[config.mk]
export PLATFORM = sky130hd
export DESIGN_NAME = chunked_stack_with_pop_at
export DESIGN_NICKNAME = d
export VERILOG_FILES = /design/src/rtl/core/cst_pkg.sv /design/src/rtl/core/cst_cell.sv /design/src/rtl/core/cst_ctrl.sv /design/src/rtl/core/chunked_stack_with_pop_at.sv
export SDC_FILE = /design/constraint.sdc
export NUM_CORES = 2
export LEC_CHECK = 0
export CAP_MARGIN = 20
export CORE_MARGIN = 3
export CORE_UTILIZATION = 50
export CTS_BUF_LIST = sky130_fd_sc_hd__clkbuf_8
export CTS_CLUSTER_SIZE = 14
export DETAILED_ROUTE_END_ITERATION = 6
export DONT_BUFFER_PORTS = 1
export PLACE_DENSITY = 0.66
export SLEW_MARGIN = 20
export SYNTH_ARGS = -nofsm -noshare
export SYNTH_HDL_FRONTEND = slang
export SYNTH_SLANG_ARGS = --single-unit
[constraint.sdc]
create_clock -name clk -period 7.1 [get_ports clk]
set_input_delay 1.42 -clock clk [delete_from_list [all_inputs] [get_ports clk]]
set_output_delay 1.42 -clock clk [all_outputs]
set_load 0.02 [all_outputs]
[src/rtl/core/cst_pkg.sv]
// Shared codes, field widths and cell control type for the chunked stack.
package cst_pkg;

	localparam int COMMAND_W       = 2;
	localparam int PUSH_VALUE_W    = 32;
	localparam int STACK_INDEX_W   = 3;
	localparam int STATUS_W        = 2;
	localparam int TOP_VALUE_W     = 32;
	localparam int STACK_COUNT_W   = 4;
	localparam int ELEMENT_COUNT_W = 6;

	localparam int S_TDATA_W = 40;
	localparam int M_TDATA_W = 48;

	localparam logic [COMMAND_W-1:0] CMD_PUSH   = 2'd0;
	localparam logic [COMMAND_W-1:0] CMD_POP    = 2'd1;
	localparam logic [COMMAND_W-1:0] CMD_POP_AT = 2'd2;

	localparam logic [STATUS_W-1:0] ST_OK        = 2'd0;
	localparam logic [STATUS_W-1:0] ST_FULL      = 2'd1;
	localparam logic [STATUS_W-1:0] ST_EMPTY     = 2'd2;
	localparam logic [STATUS_W-1:0] ST_BAD_INDEX = 2'd3;

	typedef enum logic [1:0] {
		CELL_HOLD,
		CELL_PUSH,
		CELL_REMOVE
	} cell_kind_t;

endpackage

[src/rtl/core/cst_cell.sv]
// One stack cell: holds one entry and trades it with its neighbors.
module cst_cell #(
	parameter int WIDTH   = 32,
	parameter int DEPTH_W = 6,
	parameter int INDEX   = 0
) (
	input  logic                clk,
	input  cst_pkg::cell_kind_t kind,
	input  logic [DEPTH_W-1:0]  depth,
	input  logic [WIDTH-1:0]    upper,
	input  logic [WIDTH-1:0]    lower,
	output logic [WIDTH-1:0]    value
);

	logic [WIDTH-1:0] value_q;

	always_ff @(posedge clk) begin
		case (kind)
			cst_pkg::CELL_PUSH: begin
				value_q <= upper;
			end
			cst_pkg::CELL_REMOVE: begin
				if (DEPTH_W'(INDEX) >= depth) begin
					value_q <= lower;
				end
			end
			default: begin
			end
		endcase
	end

	assign value = value_q;

endmodule

[src/rtl/core/cst_ctrl.sv]
// Command decode, element and sub-stack counters and status for the chunked stack.
module cst_ctrl #(
	parameter int PLATES   = 4,
	parameter int STACKS   = 8,
	parameter int CAPACITY = PLATES * STACKS,
	parameter int COUNT_W  = $clog2(CAPACITY + 1),
	parameter int QUOT_W   = $clog2(STACKS + 1)
) (
	input  logic                                 clk,
	input  logic                                 arst_n,
	input  logic                                 accept,
	input  logic [cst_pkg::COMMAND_W-1:0]        command,
	input  logic [cst_pkg::STACK_INDEX_W-1:0]    stack_index,
	output cst_pkg::cell_kind_t                  kind,
	output logic [COUNT_W-1:0]                   depth,
	output logic [cst_pkg::STATUS_W-1:0]         status,
	output logic [COUNT_W-1:0]                   count,
	output logic [QUOT_W-1:0]                    stacks
);

	localparam int REM_W = (PLATES > 1) ? $clog2(PLATES) : 1;

	logic [COUNT_W-1:0]            count_q;
	logic [QUOT_W-1:0]             quot_q;
	logic [REM_W-1:0]              rem_q;
	logic [cst_pkg::STATUS_W-1:0]  status_q;
	logic [cst_pkg::STATUS_W-1:0]  status_d;
	logic [COUNT_W-1:0]            pos;
	logic                          is_last;
	logic                          inc;
	logic                          dec;

	assign stacks  = (quot_q == '0 && rem_q == '0) ? QUOT_W'(1)
	               : quot_q + QUOT_W'(rem_q != '0);
	assign is_last = (int'(stack_index) + 1) == int'(stacks);
	assign pos     = COUNT_W'(int'(stack_index) * PLATES + PLATES - 1);

	always_comb begin
		kind     = cst_pkg::CELL_HOLD;
		depth    = '0;
		status_d = cst_pkg::ST_OK;
		inc      = 1'b0;
		dec      = 1'b0;
		if (accept) begin
			unique case (command)
				cst_pkg::CMD_PUSH: begin
					if (count_q == COUNT_W'(CAPACITY)) begin
						status_d = cst_pkg::ST_FULL;
					end else begin
						kind = cst_pkg::CELL_PUSH;
						inc  = 1'b1;
					end
				end
				cst_pkg::CMD_POP: begin
					if (count_q == '0) begin
						status_d = cst_pkg::ST_EMPTY;
					end else begin
						kind = cst_pkg::CELL_REMOVE;
						dec  = 1'b1;
					end
				end
				cst_pkg::CMD_POP_AT: begin
					if (is_last) begin
						if (count_q == '0) begin
							status_d = cst_pkg::ST_EMPTY;
						end else begin
							kind = cst_pkg::CELL_REMOVE;
							dec  = 1'b1;
						end
					end else if (int'(stack_index) >= int'(stacks)) begin
						status_d = cst_pkg::ST_BAD_INDEX;
					end else begin
						kind  = cst_pkg::CELL_REMOVE;
						depth = count_q - COUNT_W'(1) - pos;
						dec   = 1'b1;
					end
				end
				default: begin
				end
			endcase
		end
	end

	always_ff @(posedge clk or negedge arst_n) begin
		if (!arst_n) begin
			count_q  <= '0;
			quot_q   <= '0;
			rem_q    <= '0;
			status_q <= cst_pkg::ST_OK;
		end else begin
			if (accept) begin
				status_q <= status_d;
			end
			if (inc) begin
				count_q <= count_q + COUNT_W'(1);
				if (rem_q == REM_W'(PLATES - 1)) begin
					rem_q  <= '0;
					quot_q <= quot_q + QUOT_W'(1);
				end else begin
					rem_q <= rem_q + REM_W'(1);
				end
			end else if (dec) begin
				count_q <= count_q - COUNT_W'(1);
				if (rem_q == '0) begin
					rem_q  <= REM_W'(PLATES - 1);
					quot_q <= quot_q - QUOT_W'(1);
				end else begin
					rem_q <= rem_q - REM_W'(1);
				end
			end
		end
	end

	assign status = status_q;
	assign count  = count_q;

	assert property (@(posedge clk) disable iff (!arst_n)
		int'(count_q) <= CAPACITY)
		else $error("element count above capacity");

	assert property (@(posedge clk) disable iff (!arst_n)
		int'(count_q) == int'(quot_q) * PLATES + int'(rem_q))
		else $error("sub-stack counters out of step with element count");

	assert property (@(posedge clk) disable iff (!arst_n)
		kind == cst_pkg::CELL_REMOVE |-> count_q != '0 && depth < count_q)
		else $error("remove request on an empty stack or past the bottom");

	assert property (@(posedge clk) disable iff (!arst_n)
		inc |=> count_q == $past(count_q) + COUNT_W'(1))
		else $error("push did not advance the element count");

endmodule

[src/rtl/core/chunked_stack_with_pop_at.sv]
// Top level of the chunked stack with pop-at, built as a chain of storage cells.
// Latency: a request's result is registered and presented in the cycle after it is accepted.
// Throughput: one request per cycle while m_tready is high; every command, pop-at included, shifts the cell chain.
// The result register is refreshed at the same edge it is taken, so no bubble under back-pressure.
// Reset (arst_n low, asynchronous) empties the stack and drops any pending result.
// Cell contents are not reset; only entries below the element count are ever shown.
module chunked_stack_with_pop_at #(
	parameter int PLATES_PER_STACK = 4,
	parameter int MAX_STACKS       = 8,
	parameter int VALUE_WIDTH      = 32
) (
	input  logic                          clk,
	input  logic                          arst_n,
	input  logic                          s_tvalid,
	output logic                          s_tready,
	// command[1:0], push_value[33:2], stack_index[36:34], zero fill above
	input  logic [cst_pkg::S_TDATA_W-1:0] s_tdata,
	output logic                          m_tvalid,
	input  logic                          m_tready,
	// status[1:0], top_value[33:2], is_empty[34], stack_count[38:35],
	// element_count[44:39], zero fill above
	output logic [cst_pkg::M_TDATA_W-1:0] m_tdata
);

	localparam int CAPACITY = PLATES_PER_STACK * MAX_STACKS;
	localparam int COUNT_W  = $clog2(CAPACITY + 1);
	localparam int QUOT_W   = $clog2(MAX_STACKS + 1);

	logic                                 accept;
	logic                                 out_valid_q;
	logic [cst_pkg::COMMAND_W-1:0]        command;
	logic [cst_pkg::PUSH_VALUE_W-1:0]     push_value;
	logic [cst_pkg::STACK_INDEX_W-1:0]    stack_index;
	cst_pkg::cell_kind_t                  kind;
	logic [COUNT_W-1:0]                   depth;
	logic [cst_pkg::STATUS_W-1:0]         status;
	logic [COUNT_W-1:0]                   count;
	logic [QUOT_W-1:0]                    stacks;
	logic [VALUE_WIDTH-1:0]               push_cell;
	logic [VALUE_WIDTH-1:0]               cell_value [CAPACITY];
	logic [cst_pkg::TOP_VALUE_W-1:0]      top_value;
	logic                                 is_empty;

	assign command     = s_tdata[1:0];
	assign push_value  = s_tdata[33:2];
	assign stack_index = s_tdata[36:34];
	assign push_cell   = VALUE_WIDTH'(push_value);

	assign s_tready = !out_valid_q || m_tready;
	assign accept   = s_tvalid && s_tready;

	cst_ctrl #(
		.PLATES (PLATES_PER_STACK),
		.STACKS (MAX_STACKS)
	) u_ctrl (
		.clk         (clk),
		.arst_n      (arst_n),
		.accept      (accept),
		.command     (command),
		.stack_index (stack_index),
		.kind        (kind),
		.depth       (depth),
		.status      (status),
		.count       (count),
		.stacks      (stacks)
	);

	for (genvar i = 0; i < CAPACITY; i++) begin : g_cell
		logic [VALUE_WIDTH-1:0] upper;
		logic [VALUE_WIDTH-1:0] lower;

		if (i == 0) begin : g_head
			assign upper = push_cell;
		end else begin : g_mid
			assign upper = cell_value[i-1];
		end

		if (i == CAPACITY - 1) begin : g_tail
			assign lower = cell_value[i];
		end else begin : g_body
			assign lower = cell_value[i+1];
		end

		cst_cell #(
			.WIDTH   (VALUE_WIDTH),
			.DEPTH_W (COUNT_W),
			.INDEX   (i)
		) u_cell (
			.clk   (clk),
			.kind  (kind),
			.depth (depth),
			.upper (upper),
			.lower (lower),
			.value (cell_value[i])
		);
	end

	always_ff @(posedge clk or negedge arst_n) begin
		if (!arst_n) begin
			out_valid_q <= 1'b0;
		end else if (accept) begin
			out_valid_q <= 1'b1;
		end else if (m_tready) begin
			out_valid_q <= 1'b0;
		end
	end

	assign is_empty  = (count == '0);
	assign top_value = is_empty ? '0 : cst_pkg::TOP_VALUE_W'(cell_value[0]);

	assign m_tvalid = out_valid_q;
	assign m_tdata  = {
		3'b000,
		cst_pkg::ELEMENT_COUNT_W'(count),
		cst_pkg::STACK_COUNT_W'(stacks),
		is_empty,
		top_value,
		status
	};

endmodule
==> out/results.ini <==
[setup_path]
cp_max_fo = 32
cp.arrival_ns = 5.86
ff2ff_setup_slack_ns = 1.65
r2r_cells = 15
cp-end-kind = flip-flop
path_cells = inv_1 -> ha_1 -> or4b_1 -> nor2_1 -> or2_2 -> ha_1 -> nand2b_1 -> a21oi_1 -> nor2b_1 -> o21bai_1 -> nand4_1 -> nand4b_1 -> or3_1 -> o31ai_4 -> buf_4
max_stage_delay_ns = 0.90
cpMostUsedCell = ha_1
crit_slowest_cell = nand4_1
path_class = reg -> reg
timing.rr.end = g_cell[20].u_cell.value[1]$_DFFE_PP_
r2r-start = u_ctrl.rem_q[1]$_DFFE_PN0P_
cp-start-kind = flip-flop
cp.required_ns = 7.52

[power]
leakage_nw = 20.9
vdd_drop_max_v = 0.000191
total_power_w = 0.0158
powerDensity_nw_per_um2 = 320

[logic_synthesis]
mappedNetlistArea_sq_um = 45200
synth_top_cell_area_share = 0.680
syn-instance-count = 4547
yosysWarnings = 0
synth.distinct_cells = 53
synthFlopType = edfxtp_1
synth_top_cell_by_area = edfxtp_1
async_flop_share = 0.0144
synth_seq_area_share = 0.688
synth_edf_count = 1024
ys_ff_latch = 1039
syn_avg_cell_area_sq_um = 9.95
synth_area_leaders = edfxtp_1, nand2_1, buf_2

[placed_design]
hpwlAfterDp_um = 52200
port_buffers = 0
post-place-ws_ns = 1.56
place.gp.congestion = 0.762

[job]
maxCapViolations = 0

[die]
dieArea_sq_um = 94100
io-pin-count = 94
die_h_um = 307
rows = 109
coreArea_sq_um = 89100
initial_core_util = 0.508
die_w_um = 307

[final_layout]
fin_util = 0.553
layout_commonest_cell = nand2_1
final_cell_mix = nand2_1, edfxtp_1, clkbuf_8
multi_input_area_sq_um = 13100
nets = 4585
num-fill-cells = 7904
regArea_sq_um = 31100
syn_to_final_growth_pct = 8.92
drive_above_1_share = 0.0613

[grt]
grt_remaining_overflow = 0
grt_max_degree = 258
top_usage_layer = met2
grt_util_met1 = 0.282
grt_pass1_vias = 28600
grt_usage = 0.194
use_met3 = 0.0351
grt_pass1_wl_um = 149000
antenna_found_initial = 2
met2_usage = 0.299

[clock_tree]
cts_sinks = 1039
hold_buffers = 0
cts_inserted_buffers = 168
path_clk_slew_ns = 0.06
clock_path_buffers = 3
cts_resized = 0
clock-root-buffer = clkbuf_8
cts_tree = built
cts_setup_buffers = 0
worst_skew_pair.late_latency_ns = 0.82
htree_levels = 4

[status]
status = complete, no violations

[sta]
fmax_mhz = 184
fin_crit_ns = 5.45
relSlewSlack = 0.244
final-setup-viol-count = 0
skew_ns = 0.0274
slew_violations = 0
hold_violations = 0
finalCritPeriodShare = 0.767
rsz0062_at_grt = no
worst_pin_slew_ns = 1.13
setup_ws_ns = 1.65
tns_ns = 0

[routing]
dr.pass1.iters = 5
drtAntennaViolNets = 0
viasPerCell = 5.11
drc = 0
drt_wl_total_um = 91400
num_vias = 29700
first_iter_violations = 2945
wire_per_inst_um = 15.7

[min_path]
hp-class = in -> async

-- synth_stat cells, drive strengths merged (4+ instances only) --
cell type / instances
nand2: 2997
edfxtp: 1024
buf: 145
clkbuf: 102
o21ai: 42
nor2b: 36
a21oi: 24
inv: 24
ha: 22
xnor2: 16
dfrtp: 15
nor2: 15
nand2b: 8
nand3: 8
nor3: 8
or3: 5
xor2: 5
a21o: 4
and3: 4
o31ai: 4
-- sequential cells by signal (all words and copies together) (netlist names) --
name                 flops
g_cell.u_cell.value   1024
m_tvalid                 1
u_ctrl.count             6
u_ctrl.quot_q            4
u_ctrl.rem_q             2
u_ctrl.status            2
-- cells by family after synthesis --
family / count (synthesis) / share of synthesized area
adder cells (fa/ha/maj): 23 / 0.00653
other: 1 / 0.0000829
multiplexers: 3 / 0.000747
AND/OR/NAND/NOR: 3096 / 0.262
flip-flops: 1039 / 0.688
buffers and inverters: 271 / 0.0263
AO/OA/AOI/OAI: 93 / 0.0125
XOR/XNOR: 21 / 0.00407
-- report_power, final --
group	internal (W)	switching (W)
logic	0.000852	0.00198
clock network	0.00227	0.00237
registers	0.00787	0.000441
-- how the worst max path moves through the flow --
stage / start / end / slack, ns / cells after the start
global placement: u_ctrl.rem_q[0]$_DFFE_PN0P_ / g_cell[0].u_cell.value[17]$_DFFE_PP_ / 1.59 / 13
floorplan: s_tdata[34] / g_cell[20].u_cell.value[0]$_DFFE_PP_ / 0.78 / 10
finish: u_ctrl.rem_q[1]$_DFFE_PN0P_ / g_cell[20].u_cell.value[1]$_DFFE_PP_ / 1.65 / 15
detailed placement: u_ctrl.rem_q[1]$_DFFE_PN0P_ / g_cell[0].u_cell.value[15]$_DFFE_PP_ / 1.56 / 14
CTS: u_ctrl.rem_q[0]$_DFFE_PN0P_ / g_cell[0].u_cell.value[22]$_DFFE_PP_ / 1.54 / 14
global route: u_ctrl.rem_q[0]$_DFFE_PN0P_ / g_cell[20].u_cell.value[1]$_DFFE_PP_ / 1.32 / 15
-- final cells by class --
type / instances / area share
Antenna cell: 2 / 0.000102
Clock buffer: 170 / 0.0475
Clock inverter: 131 / 0.0124
Inverter: 24 / 0.00183
Multi-Input combinational cell: 3239 / 0.266
Sequential cell: 1039 / 0.632
Tap cell: 1165 / 0.0296
Timing Repair Buffer: 46 / 0.0107
-- stage by stage --
step | hold slack (ns) | area [sq um] | instances
4_1_cts | 0.218 | 49200 | 5812
3_5_place_dp | 0.440 | 46200 | 5511
2_1_floorplan | 0.426 | 45200 | 4549
6_report | 0.307 | 49300 | 5816
5_1_grt | 0.248 | 49300 | 5816
3_3_place_gp | 0.433 | 46200 | 5510
-- layer usage --
metal / up-vias / share of wire
met5: - / 0
li1: 14700 / -
met4: 0 / 0.021
met3: 147 / 0.048
met1: 14200 / 0.47
met2: 639 / 0.46
-- critical path, delay by kind of cell, from the launching register on --
family	cells	cell delay, ns
flip-flops	1	0.41
AO/OA/AOI/OAI	3	0.68
adder cells (fa/ha/maj)	2	0.46
buffers and inverters	2	0.53
AND/OR/NAND/NOR	8	2.93
(Power assumes the default switching activity.)
